--- src/rtl/core/pfbe_pkg.sv ---
// Shared constants, opcodes and the command record for the page framebuffer blit engine.
package pfbe_pkg;

	localparam int COLUMNS     = 128;
	localparam int ROWS        = 64;
	localparam int MAX_HEIGHT  = 32;
	localparam int PAGES       = ROWS / 8;
	localparam int STORE_BYTES = COLUMNS * PAGES;
	localparam int HEIGHT_LIM  = (MAX_HEIGHT < ROWS) ? MAX_HEIGHT : ROWS;

	localparam int COL_W   = $clog2(COLUMNS);
	localparam int PAGE_W  = $clog2(PAGES);
	localparam int ADDR_W  = $clog2(STORE_BYTES);
	localparam int SPAN_W  = MAX_HEIGHT + 7;
	localparam int SPAN_PG = (SPAN_W + 7) / 8;
	localparam int LANE_W  = SPAN_PG * 8;
	localparam int NP_W    = $clog2(SPAN_PG + 1);

	localparam int QUEUE_DEPTH = 4;
	localparam int QP_W        = $clog2(QUEUE_DEPTH);

	localparam int IN_W  = 72;
	localparam int OUT_W = 16;

	typedef enum logic [2:0] {
		OP_SET   = 3'd0,
		OP_CLR   = 3'd1,
		OP_FILL  = 3'd2,
		OP_CLEAR = 3'd3,
		OP_BLIT  = 3'd4,
		OP_READ  = 3'd5
	} op_t;

	typedef enum logic [1:0] {
		K_NONE,
		K_RMW,
		K_SWEEP,
		K_READ
	} kind_t;

	typedef struct packed {
		kind_t                kind;
		logic                 done;
		logic [COL_W-1:0]     col;
		logic [PAGE_W-1:0]    page;
		logic [NP_W-1:0]      npages;
		logic [LANE_W-1:0]    val;
		logic [LANE_W-1:0]    mask;
		logic                 replace;
	} cmd_t;

endpackage

--- src/rtl/core/pfbe_front.sv ---
// Front end: unpacks an input item and classifies it into a command record.
module pfbe_front (
	input  logic [pfbe_pkg::IN_W-1:0] tdata,
	output pfbe_pkg::cmd_t            cmd
);
	import pfbe_pkg::*;

	logic [2:0]  op;
	logic [6:0]  x;
	logic [5:0]  y;
	logic [7:0]  width;
	logic [5:0]  height;
	logic [6:0]  cidx;
	logic [31:0] bits;
	logic        ow;

	assign op     = tdata[2:0];
	assign x      = tdata[9:3];
	assign y      = tdata[15:10];
	assign width  = tdata[23:16];
	assign height = tdata[29:24];
	assign cidx   = tdata[36:30];
	assign bits   = tdata[68:37];
	assign ow     = tdata[69];

	always_comb begin
		logic [7:0]            w;
		logic [5:0]            h;
		logic [7:0]            lim_x;
		logic [7:0]            cx;
		logic [7:0]            col8;
		logic [6:0]            lim_y;
		logic [6:0]            cy;
		logic [6:0]            last_row;
		logic [MAX_HEIGHT-1:0] rmask;
		logic [LANE_W-1:0]     pmask;
		logic                  on_screen;
		logic                  skip;

		w         = (width > 8'(COLUMNS)) ? 8'(COLUMNS) : width;
		h         = (height > 6'(HEIGHT_LIM)) ? 6'(HEIGHT_LIM) : height;
		lim_x     = 8'(COLUMNS) - w;
		cx        = ({1'b0, x} > lim_x) ? lim_x : {1'b0, x};
		col8      = cx + {1'b0, cidx};
		lim_y     = 7'(ROWS) - {1'b0, h};
		cy        = ({1'b0, y} > lim_y) ? lim_y : {1'b0, y};
		last_row  = cy + {1'b0, h} - 7'd1;
		rmask     = MAX_HEIGHT'(((MAX_HEIGHT+1)'(1)) << h) - MAX_HEIGHT'(1);
		skip      = (w == 8'd0) || (h == 6'd0) || ({1'b0, cidx} >= w) ||
		            (col8 >= 8'(COLUMNS));
		on_screen = ({1'b0, x} < 8'(COLUMNS)) && ({1'b0, y} < 7'(ROWS));
		pmask     = LANE_W'(1) << y[2:0];

		cmd         = '0;
		cmd.kind    = K_NONE;
		cmd.done    = 1'b1;
		cmd.col     = COL_W'(x);
		cmd.page    = PAGE_W'(y >> 3);
		cmd.npages  = NP_W'(1);
		cmd.replace = 1'b1;

		case (op)
			OP_SET, OP_CLR: begin
				if (on_screen) begin
					cmd.kind = K_RMW;
					cmd.mask = pmask;
					cmd.val  = (op == OP_SET) ? pmask : '0;
				end
			end
			OP_FILL: begin
				cmd.kind = K_SWEEP;
				cmd.val  = LANE_W'(8'hFF);
			end
			OP_CLEAR: begin
				cmd.kind = K_SWEEP;
			end
			OP_BLIT: begin
				if (!skip) begin
					cmd.kind    = K_RMW;
					cmd.col     = COL_W'(col8);
					cmd.page    = PAGE_W'(cy >> 3);
					cmd.npages  = NP_W'((last_row >> 3) - (cy >> 3) + 7'd1);
					cmd.val     = LANE_W'(bits & rmask) << cy[2:0];
					cmd.mask    = LANE_W'(rmask) << cy[2:0];
					cmd.replace = ow;
				end
			end
			OP_READ: begin
				if (on_screen) cmd.kind = K_READ;
			end
			default: begin
				cmd.done = 1'b0;
			end
		endcase
	end

endmodule

--- config.mk ---
export PLATFORM = sky130hd
export DESIGN_NAME = pfbe_front
export DESIGN_NICKNAME = d
export VERILOG_FILES = /design/src/rtl/core/pfbe_pkg.sv /design/src/rtl/core/pfbe_front.sv
export SDC_FILE = /design/constraint.sdc
export NUM_CORES = 1
export LEC_CHECK = 0
export ABC_CLOCK_PERIOD_IN_PS = 8300
export BUFFER_PORTS_ARGS = -buffer_cell sky130_fd_sc_hd__buf_2
export CAP_MARGIN = 20
export CORE_MARGIN = 2
export CORE_UTILIZATION = 45
export DETAILED_ROUTE_END_ITERATION = 10
export PLACE_DENSITY_LB_ADDON = 0.15
export SYNTH_ARGS = -nofsm -noshare
export SYNTH_HDL_FRONTEND = slang
export SYNTH_SLANG_ARGS = --single-unit
--- constraint.sdc ---
create_clock -name vclk -period 8.3
set_clock_uncertainty 0.15 [all_clocks]
set_input_delay 0.83 -clock vclk [all_inputs]
set_output_delay 0.83 -clock vclk [all_outputs]
set_load 0.03 [all_outputs]
* Word-level counts from Yosys, hierarchy flattened *
Index checks and enable logic that the tools add are counted.

cells by class
  add/subtract/negate cells = 8
  magnitude comparators = 6
  equality and inequality tests = 5
  shift-type cells = 4
  mux-type cells = 13
  bitwise logic cells = 1
  reductions and logical operators = 9

operators with widths
  cell                   number
  $pmux 40 s3            1
  $mux 94                1
  $pmux 40 s2            1
  $shl 32x3->40          2
  $mux 40                1
  $shl 1x3->40 const A   1
  $and 32x32->32         1
  $shl 1x6->32 const A   1
  $sub 32x2->32 const B  1
  $mux 8                 2
  $mux 13                1
  $mux 6                 2
  $add 8x7->8            1
  $ge 7x8->1             1
  $ge 8x8->1 const B     1
  $gt 7x8->1             1
  $gt 8x8->1 const B     1
  $logic_not 8->1        1
  $pmux 2 s4             1
  $sub 8x8->8 const A    1
  $gt 6x7->1             1
  $sub 7x6->7 const A    1
  $add 6x6->6            1
  $eq 3x2->1 const B     2
  12 further kinds       18

storage, ports and cells
  register bits after elaboration = 0
  input bits = 72
  word-level logic and storage cells = 46

* Depth between registers and ports, before layout *
  word-level depth = 11
  mapped depth = 31
  mapped depth without buffers = 26

* Least setup slack after synthesis *
Ideal clock, no wire load.

  path type = input-to-output
  start point = in tdata[29] (netlist name)
  end point = out cmd[83] (netlist name)
  data arrival time = 6.320 ns
  data required time = 7.320 ns
  path slack = 1.000 ns
  cell stages on the path = 31
  path through = buf_2 > buf_2 > nand2b_1 > ha_1 > ha_1 > inv_1 > ha_1 > nand2_1 > nor3_1 > a31oi_1 > nand3_1 > mux2_2 > buf_4 > inv_2 > buf_2 > buf_2 > ha_1 > inv_1 > ha_1 > nor2b_1 > o21ai_0 > nand2_1 > a21oi_1 > xor2_1 > ha_1 > inv_1 > ha_1 > xnor2_1 > xnor2_1 > or3_1 > a21oi_1

RTL lines
  element             line             text
  start: declaration  pfbe_front.sv:3  input logic [pfbe_pkg::IN_W-1:0] tdata,
  end: declaration    pfbe_front.sv:4  output pfbe_pkg::cmd_t cmd

==> key figures <==
Outcome
  • Status: completed

Floorplanning
  • Full die area: 13800 um^2
  • Die Ht: ~120 um
  • Top-level I/O count: roughly 170
  • CORE AREA: around 13000 um^2
  • Die width: ~120 um
  • Row count: 41
  • Initial core utilization: about 46%

Pwr
  • Leak: approximately 0.0031 uW
  • Internal power: about 250 uW
  • Switching Fraction: a little under two thirds
  • Part of the power in registers: 0%
  • Comb pwr share: between 90% and 100%
  • Sw power: 444 uW
  • PD cells: around 100 nW/um^2
  • Total power: 695 uW
  • VDD IR-drop max: about 0.047 mV
  • Clock power frac: 0%

Synthesis
  • Synth Instances: 856
  • Register area share after synthesis: 0%
  • YS warnings: 0
  • Synth Cell Area: 5810 um^2
  • Syn Area/Cell: 6.79 um^2
  • Count of cell types in the netlist: 91

GRT
  • Grt ovf: 0
  • Initial antenna violation count: 0
  • Largest net degree at the start of global routing: 63
  • Vias in the first global route: 6559
  • GRT Overall Usage: between 30 and 40%
  • Global-route wire length before repair: roughly 35 mm

Drt
  • Drt total wl: 22.0 mm
  • DRT antenna net count: 0
  • DR pass1 iterations: 5
  • 1st-iter DRT viols: approximately 930
  • Residual DRC: 0
  • DR WL/cell: around 19 um
  • DR vias: 7245
  • Vias/cell: between 6 and 7

Critical path
  • Worst setup EP type: output port
  • Setup crit start kind: input pin
  • Worst EP arrival: about 6.2 ns
  • WP data required: roughly 7.3 ns
  • WS Path Type: input pin to output port
  • Crit path max fanout: 41

Worst hold path
  • Worst hold path type: input pin to output port
  • Hold_sp: tdata[69]
  • Hold worst-path end: cmd[0]
  • Worst hold path cell count: 3

Place
  • Buffers on Ports: about 170
  • Placed cell count: between 1000 and 1500
  • Area of placed instances: approximately 6700 um^2
  • Routability cong.: roughly 0.96
  • HPWL Detailed: between 15 and 20 mm

Finish
  • Antenna Cells: 0
  • Final Util: a little over half
  • Clkbuf count: 0
  • Finished Layout Cells: 1137
  • Design area: between 6000 and 7000 um^2
  • Most frequent cells in the layout: buf_2, nor2_1, nand2_1
  • Layout cells sized above 1: between 20% and 30%
  • Layout Area Growth over Synthesis: 14.8%
  • Seq cells: 0
  • Sequential cell area: 0 um^2
  • Most common cell after layout, fill and taps aside: buf_2
  • Final #Nets: roughly 1100

Job
  • Number of max-cap violations: 0

STA
  • RSZ-0062 raised after global routing: false
  • Post-layout min period: 7.20 ns
  • Sum of negative setup slack: 0 ns
  • Final period utilization: between 80 and 90%
  • Slew HR: 30.2%
  • Hold Fails Final Rpt: 0
  • Count of final max-slew check failures: 0
  • Final setup violation count: 0
  • Worst Max-Slew Pin Slew: 1.04 ns
  • Max Fclk: approximately 140 MHz

Clock tree
  • Post-CTS Setup Inserts: 0
  • Post-CTS Resized: 0
  • Hold bufs inserted after CTS: 0
## worst max path at each step
stage	start	endpoint	slack [ns]	depth (start not counted)
after CTS	tdata[23]	cmd[48]	1.08	24
after floorplan	tdata[29]	cmd[83]	1.00	31
final	tdata[23]	cmd[20]	1.10	23
after detailed placement	tdata[23]	cmd[48]	1.06	24
after global routing	tdata[29]	cmd[83]	0.69	28
after global placement	tdata[23]	cmd[25]	1.18	23
## Yosys cell counts (all sizes together), types with 3 or more instances
cell	instances	area (um^2)
xnor2	15	131
and2	5	31.3
nor2	72	302
nor4b	3	41.3
o32ai	8	77.6
inv	43	161
o21ai	58	290
nand3b	6	45.0
nand4	8	50.1
a31oi	9	56.3
a211oi	20	155
a2111oi	5	45.0
or3	12	80.1
nand2b	22	138
nand2	66	248
xor2	10	95.1
o21a	7	52.6
mux4	6	135
or2	8	50.1
a21o	5	37.5
o211ai	22	170
ha	45	563
o31ai	9	81.3
mux2	12	135
o221ai	10	93.8
buf	33	193
clkbuf	41	154
a311oi	3	26.3
nand3	26	130
nor3	31	155
nor2b	6	37.5
a32oi	3	45.1
nor4	10	98.8
a221oi	7	109
and3	5	31.3
o2111ai	4	35.0
a21oi	65	333
mux2i	63	643
o22ai	38	238
## per-stage QoR
step | setup slack, ns | hold slack [ns]
6_report | 1.10 | 1.84
5_1_grt | 0.691 | 1.86
4_1_cts | 1.08 | 1.85
3_5_place_dp | 1.06 | 1.85
3_3_place_gp | 1.18 | 1.84
2_1_floorplan | 1.00 | 1.68
## cell families after synthesis
| logic type | after synthesis | synth area share, % |
|---|---|---|
| AOI/OAI and AO/OA | 298 | 35.6 |
| and+or+nand+nor | 288 | 26.0 |
| buffers and inverters | 117 | 8.74 |
| muxes | 81 | 15.7 |
| adders and majority gates | 46 | 10.0 |
| xor gates and xnor gates | 25 | 3.90 |
| other | 1 | 0.0646 |
## layer usage
layer / up-vias / routed length [um] / track usage [%]
met5: - / 0 / 0
met4: 0 / 723 / 8.13
met3: 52 / 1930 / 1.65
met2: 422 / 10000 / 50.8
met1: 3289 / 9390 / 42.0
li1: 3482 / - / -
## power by group through the flow
stage	clock (uW)	combinational, uW	sequential (uW)
4_1_cts	0	683	0
6_report	0	695	0
3_5_place_dp	0	680	0
5_1_grt	0	753	0
2_1_floorplan	0	516	0
3_3_place_gp	0	678	0
## worst max-delay path, stage by stage
cell and delay (ns):
buf_2 0.16, nor2b_1 0.29, inv_1 0.10, ha_1 0.29, xnor2_1 0.27, ha_1 0.29
o21a_1 0.11, o21a_1 0.17, o21a_1 0.16, o21a_1 0.16, o21a_1 0.17, o221ai_2 0.20
mux2_2 0.36, ha_1 0.26, a21o_1 0.17, a21oi_1 0.21, o21bai_1 0.09, a21oi_1 0.32
o221ai_4 0.29, nand2b_1 0.23, buf_4 0.26, o32ai_1 0.49, buf_2 0.29
## cell type report
type / instances / area [um^2]
fillers: 1363 / 5950
repair buffers: 182 / 953
well taps: 172 / 215
multi-input cells: 740 / 5340
inverters: 43 / 161
No activity file was read; power rests on OpenSTA's default activity.
