--- src/rtl/core/pfbe_pkg.sv ---
// Shared constants, opcodes and the command record for the page framebuffer blit engine.
package pfbe_pkg;

	localparam int COLUMNS     = 128;
	localparam int ROWS        = 64;
	localparam int MAX_HEIGHT  = 32;
	localparam int PAGES       = ROWS / 8;
	localparam int STORE_BYTES = COLUMNS * PAGES;
	localparam int HEIGHT_LIM  = (MAX_HEIGHT < ROWS) ? MAX_HEIGHT : ROWS;

	localparam int COL_W   = $clog2(COLUMNS);
	localparam int PAGE_W  = $clog2(PAGES);
	localparam int ADDR_W  = $clog2(STORE_BYTES);
	localparam int SPAN_W  = MAX_HEIGHT + 7;
	localparam int SPAN_PG = (SPAN_W + 7) / 8;
	localparam int LANE_W  = SPAN_PG * 8;
	localparam int NP_W    = $clog2(SPAN_PG + 1);

	localparam int QUEUE_DEPTH = 4;
	localparam int QP_W        = $clog2(QUEUE_DEPTH);

	localparam int IN_W  = 72;
	localparam int OUT_W = 16;

	typedef enum logic [2:0] {
		OP_SET   = 3'd0,
		OP_CLR   = 3'd1,
		OP_FILL  = 3'd2,
		OP_CLEAR = 3'd3,
		OP_BLIT  = 3'd4,
		OP_READ  = 3'd5
	} op_t;

	typedef enum logic [1:0] {
		K_NONE,
		K_RMW,
		K_SWEEP,
		K_READ
	} kind_t;

	typedef struct packed {
		kind_t                kind;
		logic                 done;
		logic [COL_W-1:0]     col;
		logic [PAGE_W-1:0]    page;
		logic [NP_W-1:0]      npages;
		logic [LANE_W-1:0]    val;
		logic [LANE_W-1:0]    mask;
		logic                 replace;
	} cmd_t;

endpackage

--- src/rtl/core/pfbe_queue.sv ---
// Short command queue between the front end and the execution back end.
module pfbe_queue (
	input  logic           clk,
	input  logic           arst_n,
	input  logic           push,
	input  pfbe_pkg::cmd_t push_cmd,
	output logic           full,
	input  logic           pop,
	output logic           valid,
	output pfbe_pkg::cmd_t head
);
	import pfbe_pkg::*;

	cmd_t            slot_q [QUEUE_DEPTH];
	logic [QP_W-1:0] wr_q;
	logic [QP_W-1:0] rd_q;
	logic [QP_W:0]   count_q;
	logic            do_push;
	logic            do_pop;

	assign full    = (count_q == (QP_W+1)'(QUEUE_DEPTH));
	assign valid   = (count_q != '0);
	assign head    = slot_q[rd_q];
	assign do_push = push && !full;
	assign do_pop  = pop && valid;

	always_ff @(posedge clk) begin
		if (do_push) slot_q[wr_q] <= push_cmd;
	end

	always_ff @(posedge clk or negedge arst_n) begin
		if (!arst_n) begin
			wr_q    <= '0;
			rd_q    <= '0;
			count_q <= '0;
		end else begin
			if (do_push) wr_q <= wr_q + QP_W'(1);
			if (do_pop)  rd_q <= rd_q + QP_W'(1);
			if (do_push && !do_pop)      count_q <= count_q + (QP_W+1)'(1);
			else if (do_pop && !do_push) count_q <= count_q - (QP_W+1)'(1);
		end
	end

endmodule

--- config.mk ---
export PLATFORM = sky130hd
export DESIGN_NAME = pfbe_queue
export DESIGN_NICKNAME = d
export VERILOG_FILES = /design/src/rtl/core/pfbe_pkg.sv /design/src/rtl/core/pfbe_queue.sv
export SDC_FILE = /design/constraint.sdc
export NUM_CORES = 1
export LEC_CHECK = 0
export ABC_AREA = 1
export BUFFER_PORTS_ARGS = -buffer_cell sky130_fd_sc_hd__buf_2
export CAP_MARGIN = 40
export CORE_MARGIN = 4
export CORE_UTILIZATION = 52
export CTS_BUF_LIST = sky130_fd_sc_hd__clkbuf_16
export DETAILED_ROUTE_END_ITERATION = 8
export GPL_TIMING_DRIVEN = 0
export HOLD_SLACK_MARGIN = 0.02
export PLACE_DENSITY = 0.78
export SLEW_MARGIN = 20
export SYNTH_ARGS = -nofsm -noshare
export SYNTH_HDL_FRONTEND = slang
export SYNTH_SLANG_ARGS = --single-unit
--- constraint.sdc ---
create_clock -name clk -period 4.9 [get_ports clk]
set_input_delay 0.245 -clock clk [delete_from_list [all_inputs] [get_ports clk]]
set_output_delay 0.245 -clock clk [all_outputs]
set_load 0.1 [all_outputs]
# [Word-level counts from Yosys, hierarchy flattened]
# Memories as Yosys holds them, arrays and structs flattened.
# Cells that the tools add are included.
# W data, S select, Z words.
[word_totals] out_inout_bits=99 register_bits=7 elab_cells=22 mem_bits_rw=388 memories=1 input_bits=101
[memory_table] memory="slot_q" words=4 word_bits=97 rd=1 rd_ports_with_merged_regs=0 write_ports=1 line_no="pfbe_queue.sv:14" text="cmd_t slot_q [QUEUE_DEPTH];"
[op_classes] n_addsub=4 n_eq_ne=1 n_mux=4 reduce_logical=9
[ops] op="$mux W3" n=2
[ops] op="$add A2 B1 Y2 const B" n=2
[ops] op="$logic_and A1 B1 Y1" n=4
[ops] op="$add A3 B1 Y3 const B" n=1
[ops] op="$eq A3 B3 Y1 const B" n=1
[ops] op="$logic_not A1 Y1" n=3
[ops] op="$reduce_bool A3 Y1" n=1
[ops] op="$sub A3 B1 Y3 const B" n=1
[ops] op="$mux W1" n=2
[ops] op="$reduce_bool A2 Y1" n=1

# [Longest topological paths before layout]
# Gate-level depths: netlist of run 1.
[logic_depth] word_depth=7 ltp_mapped=12 depth_no_buf=12

# [Worst setup path after synthesis of run 1]
# Ideal clock, no wire load.
[synth_path] path_kind="reg2reg" from="register count_q[0]" to="memory slot_q[0][0] (netlist name) (enable)" path_buffers=0 required_time_ps=4346 arrival_time_ps=4756 stages_incl_launch_ff=5 setup_slack_ps=-410 period_less_slack_ps=5310 setup_ps=554 cell_sequence="dfrtp_1 inv_2 nand3_1 nand2_1 nor2_1"
[synth_via] elab_chain_cells=5
[synth_rtl] item="from (decl)" line_no="pfbe_queue.sv:17" text="logic [QP_W:0] count_q;"
[synth_rtl] item="from (signal assigned)" line_no="pfbe_queue.sv:39" text="if (do_push && !do_pop) count_q <= count_q + (QP_W+1)'(1);"
[synth_rtl] item="from (signal assigned)" line_no="pfbe_queue.sv:40" text="else if (do_pop && !do_push) count_q <= count_q - (QP_W+1)'(1);"
[synth_rtl] item="$eq A3 B3 Y1" line_no="pfbe_queue.sv:21" text="assign full = (count_q == (QP_W+1)'(QUEUE_DEPTH));"
[synth_rtl] item="$logic_not A1 Y1" line_no="pfbe_queue.sv:24" text="assign do_push = push && !full;"
[synth_rtl] item="$logic_and A1 B1 Y1" line_no="pfbe_queue.sv:24"
[synth_rtl] item="$mux W1" line_no="pfbe_queue.sv:28" text="if (do_push) slot_q[wr_q] <= push_cmd;"
[synth_rtl] item="$mux W1 (implied by the code)" line_no="pfbe_queue.sv:28"
[synth_rtl] item="to (decl)" line_no="pfbe_queue.sv:14"
# No other way between the ends.

==> out/qor.yml, run 1 <==
status:
  status: "completed"
critical_path:
  r2r_start: "count_q[0]"
  critPathMaxStageDelay_ns: 0.49
  arrival_ns: 2.44
  crit_buf_inv: 4
  slowest_stage: "clkbuf_1"
  crit_family: "buffers and inverters"
  crit_path_start_kind: "flip-flop"
  critical_path_class: "flip-flop to output pin"
  crit_start: "rd_q[0]"
  cp_max_fo: 10
  path_cells: "inv_2 -> buf_6 -> clkbuf_1 -> o211ai_1 -> nand2_1 -> buf_2"
  end_kind: "output pin"
  required_ns: 4.66
drt:
  antenna_left: 0
  drt_iter0_drc: 667
  drc: 0
  wirelength_um: 38500
  vias_per_cell: 5.29
  first_pass_iters: 5
  vias: 10500
  routedWlPerCell_um: 19.5
timing:
  slew_violations: 0
  timing.hold.ws_ns: 0.103
  max_freq_ghz: 0.372
  skew_ns: 0.0110
  setup_tns_ns: 0
  tightestPinTransition_ns: 0.620
  hold_viol_final: 0
  rsz0062_at_grt: "no"
  relSlewSlack_pct: 58.6
  setup_viol: 0
  min_period_ns: 2.69
  fin_crit_sh_pct: 54.8
floorplanning:
  rows: 64
  die_area_um2: 34200
  num_io_pins: 200
  core-area_um2: 30700
  start_util_pct: 52.9
  die_x_um: 185
  die_h_um: 185
clock_tree:
  clk-insertion-delay-late_ns: 0.51
  cts_setup_buffers: 0
  cts.sinks: 395
  htreeDepth: 2
  ctsHoldBuffers: 100
  tritoncts: "built"
  cts_made_buffers: 41
  clkTransAtPathRegs_ns: 0.06
  root_buffer: "clkbuf_16"
  cts_max_path_buffers: 3
  ctsResizeCount: 0
synthesis:
  syn_inst: 1192
  ys_top_cells_by_area: "edfxtp_1 72%, o211ai_2 7.6%, nand2_1 7.1%, inv_1 4.8%, o211ai_1 4.4%"
  synth_top_area_share_pct: 71.6
  avgSynthCellArea_um2: 13.7
  yosysSeqAreaShare_pct: 72.7
  ys_warn_count: 0
  synth_seq_cells: 395
  yosysUniqueCellTypes: 19
  synth_area_um2: 16300
  synth_nets: 1299
  synth_area_leader_cell: "edfxtp_1"
cells_and_area:
  nets: 1661
  utilization_pct: 67.3
  nFillCells: 2078
  layout-drive-gt1-share_pct: 26.8
  final_cell_mix: "388 x edfxtp_1, 309 x nand2_1, 217 x buf_2"
  layout_commonest_cell: "edfxtp_1"
  area_delta_synth_final_pct: 27.1
grt:
  antenna_found_initial: 3
  grt_pass1_vias: 11100
  overflow: 0
  grt_max_degree: 24
  gr-usage-all-layers_pct: 22.5
  grt_pass1_wl_um: 60000
place:
  gp_congestion: 0.770
  dp_hpwl_um: 24000
  io_buffers: 199
worst_hold_path:
  holdCritPathClass: "input pin to async pin"
flow_run:
  max_cap_violations: 0
[per-layer routing]
| metal | wire length [um] | GRT usage (%) |
|---|---|---|
| met5 | 0 | 0 |
| met4 | 949 | 6.58 |
| met3 | 2660 | 4.16 |
| met2 | 19900 | 40.3 |
| met1 | 15000 | 28.2 |
[stage by stage]
stage	setup slack (ns)	cell area, um^2	cells
CTS	2.19	20700	1976
global route	2.07	20700	1979
global placement	-3.60	17800	1787
floorplan	-0.410	16300	1192
finish	2.21	20700	1980
detailed placement	2.52	18300	1807
[worst paths after layout]
check	endpoint	slack, ns	cells past startpoint
max	head[2]	2.21	6
min	count_q[2]	0.10	2
max reg2reg	slot_q[1][28]	2.53	8
min reg2reg	count_q[2]	0.51	2
max in group asynchronous	count_q[0]	4.63	2
min in group clk	slot_q[1][49]	0.49	2
[cell usage after synthesis]
cell	number
clkbuf_1	27
nand3_1	7
buf_4	4
nand2_1	309
o21ai_0	1
o211ai_1	95
inv_1	206
inv_2	3
inv_4	1
edfxtp_1	388
nand4_1	1
fa_1	1
nor2_1	4
o211ai_2	99
xnor2_1	1
dfrtp_1	7
buf_6	15
buf_2	18
ha_1	5
[sequential cells by signal (all words and copies together) (netlist names)]
| name | flops |
|---|---|
| rd_q | 2 |
| wr_q | 2 |
| slot_q | 388 |
| count_q | 3 |
[area by class of cell]
type / instances / area [um^2] / area share, %
Timing Repair Buffer: 319 / 2490 / 12.0
Clock buffer: 41 / 1030 / 4.96
Tap cell: 396 / 495 / 2.40
Antenna cell: 4 / 10.0 / 0.0484
Clock inverter: 28 / 365 / 1.77
Buffer: 64 / 390 / 1.89
Sequential cell: 395 / 11800 / 57.2
Multi-Input combinational cell: 523 / 3290 / 15.9
Inverter: 210 / 791 / 3.82
[logic make-up (layout without fill, tap and decap cells)]
family	after synthesis	after routing	share of synthesized area, %
compound gates	195	195	12.0
xor+xnor	1	1	0.0538
fa+ha+maj	6	6	0.508
buf+inv	274	662	7.26
flops	395	395	72.7
other cells	0	4	0
simple gates	321	321	7.47
Power of run 1 is left out: the tool's default activity adds up to more than one toggle a clock period on the data nets, which glitch-free logic cannot reach.
==> run 2: changes to the inputs <==
- CORE_UTILIZATION: 52 -> 58
- PLACE_DENSITY: 0.78 -> 0.83
- clock period: 4.9 -> 2.5 ns (I/O delays scaled with it)
==> out/qor.yml, run 2 (same netlist as run 1, synthesis figures left out) <==
cells_and_area:
  fin_area_um2: 20500  # -0.85%
  layout_commonest_cell: "edfxtp_1"
  area_delta_synth_final_pct: 26.0
  final_cell_mix: "388 x edfxtp_1, 308 x nand2_1, 213 x inv_1"
  regMostFlops: "slot_q"
  nets: 1658  # -0.18%
  layoutNonFillerInstCount: 1956  # -1.2%
  largest_register_ff_count: 388  # unchanged
  diodes: 0  # -4
  top_regs: "slot_q x388, count_q x3"
  layout-drive-gt1-share_pct: 28.0  # +1.2 points
timing:
  slew_violations: 0  # unchanged
  timing.hold.ws_ns: 0.354  # +0.251 ns
  fin_crit_sh_pct: 98.3
  max_freq_ghz: 0.407
  skew_ns: 0.0205  # +0.00948 ns
  rsz0062_at_grt: "no"
  setup_viol: 0  # unchanged
  hold_viol_final: 0  # unchanged
  tightestPinTransition_ns: 0.756  # +0.136 ns
  relSlewSlack_pct: 49.5  # -9.2 points
  min_period_ns: 2.46
worst_hold_path:
  holdCritPathClass: "input pin to flip-flop"
  min_path_cells: 2
  hp-start: "push_cmd[52]"
  whs_endpoint: "slot_q[0][52]"
drt:
  routedWlPerCell_um: 19.8  # +1.8%
  vias_per_cell: 5.44  # +2.8%
  wirelength_um: 38800  # +0.54%
  first_pass_iters: 5  # unchanged
  antenna_left: 0  # unchanged
  drt_iter0_drc: 958  # +44%
  drc: 0  # unchanged
  vias: 10600  # +1.5%
critical_path:
  path_cells: "inv_2 -> buf_6 -> buf_6 -> buf_6 -> o211ai_2 -> nand2_1 -> buf_2"
  crit_family: "buffers and inverters"
  slowest_stage: "buf_2"
  r2r_cells: 7  # -1
  critPathMaxStageDelay_ns: 0.44  # -0.05 ns
  end_kind: "output pin"
  arrival_ns: 2.33  # -0.11 ns
  required_ns: 2.38  # -2.28 ns
  r2r-end: "slot_q[2][20]"
  crit_path_start_kind: "flip-flop"
  r2r_start: "count_q[0]"
  ff2ff_setup_slack_ns: 0.30  # -2.23 ns
  critical_path_class: "flip-flop to output pin"
  crit_buf_inv: 5  # +1
  crit_path_frequent_cell: "buf_6"
  cp_max_fo: 10  # unchanged
floorplanning:
  start_util_pct: 58.7  # +5.8 points
  die_area_um2: 30800  # -9.9%
  core-area_um2: 27700  # -9.9%
  die_h_um: 175  # -5.1%
  rows: 61  # -4.7%
  num_io_pins: 200  # unchanged
  die_x_um: 175  # -5.1%
flow_run:
  max_cap_violations: 0  # unchanged
place:
  io_buffers: 199  # unchanged
  place_area_um2: 18200  # -0.27%
  dp_hpwl_um: 23200  # -3.2%
  gp_congestion: 0.780  # +1.4%
  post-place-cells: 1787  # -1.1%
clock_tree:
  htreeDepth: 2  # unchanged
  cts_setup_buffers: 0  # unchanged
  cts_max_path_buffers: 3  # unchanged
  cts.sinks: 395  # unchanged
  clk-insertion-delay-late_ns: 0.52  # about the same
  root_buffer: "clkbuf_16"
  tritoncts: "built"
  cts_made_buffers: 39  # -4.9%
  clkTransAtPathRegs_ns: 0.06  # about the same
grt:
  overflow: 0  # unchanged
  gr-usage-all-layers_pct: 25.0  # +2.5 points
  antenna_found_initial: 0  # -3
  grt_pass1_vias: 11100  # -0.81%
  grt_pass1_wl_um: 60400  # +0.75%
  grt_max_degree: 25  # +4.2%
status:
  status: "completed"
==> run 2: cell types whose count changed in the layout (fill, tap and decap cells not counted), sizes merged <==
cell         delta
buf            -25
bufinv          -7
clkbuf         +21
inv            +10
diode           -4
dlygate4sd3     +1
clkinv          +1
clkinvlp        -3
==> run 2: repair_timing <==
item | CTS | global route
hold endpoints to repair | 399 | 0
hold buffers | 101 | 0
endpoints found under the setup margin | 43 | 66
gates resized for setup | 11 | 55
==> run 2: final cells by class <==
cell class / instances / area, um^2
sequential: 395 / 11800
fill: 1601 / 7200
multi-input combinational: 523 / 3330
timing repair buffer: 318 / 2500
clock buffer: 39 / 976
inverter: 210 / 791
tap: 378 / 473
buffer: 64 / 422
clock inverter: 29 / 194
==> run 2: worst max path at each step <==
stage	startpoint	end	slack, ns	cells after the start
floorplan	count_q[0]	slot_q[0][0]	-0.02	4
global placement	count_q[0]	slot_q[0][40]	-1.09	4
detailed placement	count_q[0]	slot_q[2][34]	0.31	7
CTS	rd_q[0]	head[23]	0.009	6
global route	rd_q[0]	head[28]	0.0003	7
finish	rd_q[0]	head[46]	0.04	7
==> run 2: metrics by stage <==
stage          TNS, ns  util (%)  worst slack, ns
2_1_floorplan    -5.43         -          -0.0237
3_3_place_gp   -402.95      64.3            -1.09
3_5_place_dp         0      65.8            0.306
4_1_cts              0      73.7          0.00911
5_1_grt              0      74.0         0.000338
6_report             0      74.0           0.0424
==> run 2: metal layers <==
layer	wire length, um	vias to the layer above	track usage (%)
met3	2890	75	4.65
met2	20100	500	45.0
met1	14800	5189	31.1
met4	1020	0	7.54
li1	-	4875	-
met5	0	-	0
Power of run 2 is left out for the same reason.
==> run 3: changes to the inputs <==
- CORE_UTILIZATION: 58 -> 30
- PLACE_DENSITY: 0.83 -> 0.5
==> out/qor.yml, run 3 (same netlist as run 1, synthesis figures left out) <==
cells_and_area:
  nets: 1666  # +0.48%
  layout-drive-gt1-share_pct: 28.4  # +0.39 points
  top_regs: "slot_q x388, count_q x3"
  regArea_um2: 11800  # unchanged
  regMostFlops: "slot_q"
  nFillCells: 4996  # +210%
  layout_commonest_cell: "edfxtp_1"
  multi_input_area_um2: 3330  # unchanged
  largest_register_ff_count: 388  # unchanged
  final_cell_mix: "388 x edfxtp_1, 308 x nand2_1, 216 x inv_1"
  area_delta_synth_final_pct: 32.4
critical_path:
  critical_path_class: "flip-flop to output pin"
  crit_path_frequent_cell: "buf_4"
  crit_path_start_kind: "flip-flop"
  arrival_ns: 2.25  # -0.08 ns
  cp_max_fo: 10  # unchanged
  end_kind: "output pin"
  slowest_stage: "dfrtp_1"
  critPathMaxStageDelay_ns: 0.36  # -0.08 ns
  path_cells: "buf_4 -> inv_4 -> buf_2 -> o211ai_2 -> nand2_1 -> buf_4"
  required_ns: 2.38  # about the same
timing:
  min_period_ns: 2.38  # -0.0784 ns
  hold_viol_final: 0  # unchanged
  relSlewSlack_pct: 60.8  # +11 points
  slew_violations: 0  # unchanged
  timing.hold.ws_ns: 0.312  # -0.0419 ns
  max_freq_ghz: 0.420  # +3.3%
  rsz0062_at_grt: "yes"
  setup_viol: 0  # unchanged
  fin_crit_sh_pct: 95.2  # -3.1 points
  skew_ns: 0.0219  # +0.00133 ns
  tightestPinTransition_ns: 0.587  # -0.169 ns
clock_tree:
  htreeDepth: 2  # unchanged
  cts_made_buffers: 45  # +15%
  cts_setup_buffers: 0  # unchanged
  clk-insertion-delay-late_ns: 0.57  # +0.05 ns
  clkTransAtPathRegs_ns: 0.06  # about the same
  tritoncts: "built"
  cts_max_path_buffers: 3  # unchanged
  cts.sinks: 395  # unchanged
  root_buffer: "clkbuf_16"
drt:
  wirelength_um: 41900  # +8.1%
  antenna_left: 0  # unchanged
  first_pass_iters: 4  # -1
  drc: 0  # unchanged
  drt_iter0_drc: 492  # -49%
  routedWlPerCell_um: 18.3  # -7.8%
  vias_per_cell: 4.35  # -20%
  vias: 9983  # -6.2%
grt:
  antenna_found_initial: 6  # +6
  grt_pass1_wl_um: 63000  # +4.2%
  gr-usage-all-layers_pct: 14.4  # -11 points
  grt_pass1_vias: 10400  # -5.7%
  overflow: 0  # unchanged
  grt_max_degree: 22  # -12%
floorplanning:
  die_x_um: 241  # +37%
  rows: 85  # +39%
  start_util_pct: 30.3  # -28 points
  die_h_um: 241  # +37%
  die_area_um2: 58000  # +88%
  core-area_um2: 53700  # +94%
  num_io_pins: 200  # unchanged
place:
  gp_congestion: 0.698  # -11%
  dp_hpwl_um: 26700  # +15%
  io_buffers: 199  # unchanged
flow_run:
  max_cap_violations: 0  # unchanged
worst_hold_path:
  holdCritPathClass: "input pin to flip-flop"
status:
  status: "completed"
-- run 3: cell types whose count changed in the layout (fill, tap and decap cells not counted), moves of 2 or more --
cell,previous run,this run
buf_2,192,115
buf_4,6,63
buf_6,15,53
clkbuf_4,23,4
clkbuf_16,39,45
clkinv_1,8,12
diode_2,0,4
buf_12,7,10
inv_1,213,216
clkinv_8,0,2
clkinvlp_4,0,2
inv_6,4,2
-- run 3: path summary, 6_finish.rpt --
| check | startpoint | to | slack, ns | cells after the start |
|---|---|---|---|---|
| setup / recovery | rd_q[1] | head[50] | 0.12 | 6 |
| min in group asynchronous | arst_n | wr_q[0] | 0.54 | 3 |
| setup reg to reg | count_q[0] | slot_q[2][40] | 0.37 | 7 |
| hold reg to reg | rd_q[0] | rd_q[0] | 0.53 | 2 |
| max in group asynchronous | arst_n | rd_q[1] | 1.71 | 3 |
| hold / removal | push_cmd[66] | slot_q[3][66] | 0.31 | 2 |
-- run 3: metrics by stage --
step / TNS [ns] / std cells / cell area (um^2) / util [%] / worst slack (ns)
after CTS: 0 / 2291 / 21400 / 39.9 / 0.000290
final: 0 / 2295 / 21500 / 40.1 / 0.121
after detailed placement: 0 / 2107 / 18700 / 34.8 / 0.311
after floorplan: -5.43 / 1192 / 16300 / - / -0.0237
after global routing: 0 / 2293 / 21500 / 40.1 / 0.000858
after global placement: -547.19 / 2087 / 18200 / 33.9 / -1.48
-- run 3: per-layer routing --
metal | routed length [um] | up-vias | track usage, %
li1 | - | 4913 | -
met1 | 18800 | 4803 | 18.8
met2 | 20000 | 202 | 24.0
met3 | 2130 | 63 | 3.27
met4 | 926 | 2 | 4.38
met5 | 13 | - | 0
-- run 3: critical path: cells and delay by family (launching register included) --
family	cells	cell delay [ns]
AOI/OAI and AO/OA	1	0.13
buffers and inverters	4	1.06
DFF	1	0.36
and+or+nand+nor	1	0.12
-- run 3: final cells by class --
class,count,area share (%)
clock buffer,45,5.23
antenna,4,0.0465
multi-input combinational,523,15.5
timing repair buffer,320,13.3
clock inverter,38,1.28
inverter,210,3.67
buffer,64,2.07
sequential,395,54.9
tap,696,4.04
-- run 3: timing repair --
action,in CTS,in global routing
hold endpoints to repair,399,0
pin swaps,0,0
hold buffers,101,0
endpoints found under the setup margin,97,69
resized for setup,137,33
gates cloned,0,0
Power of run 3 is left out for the same reason.
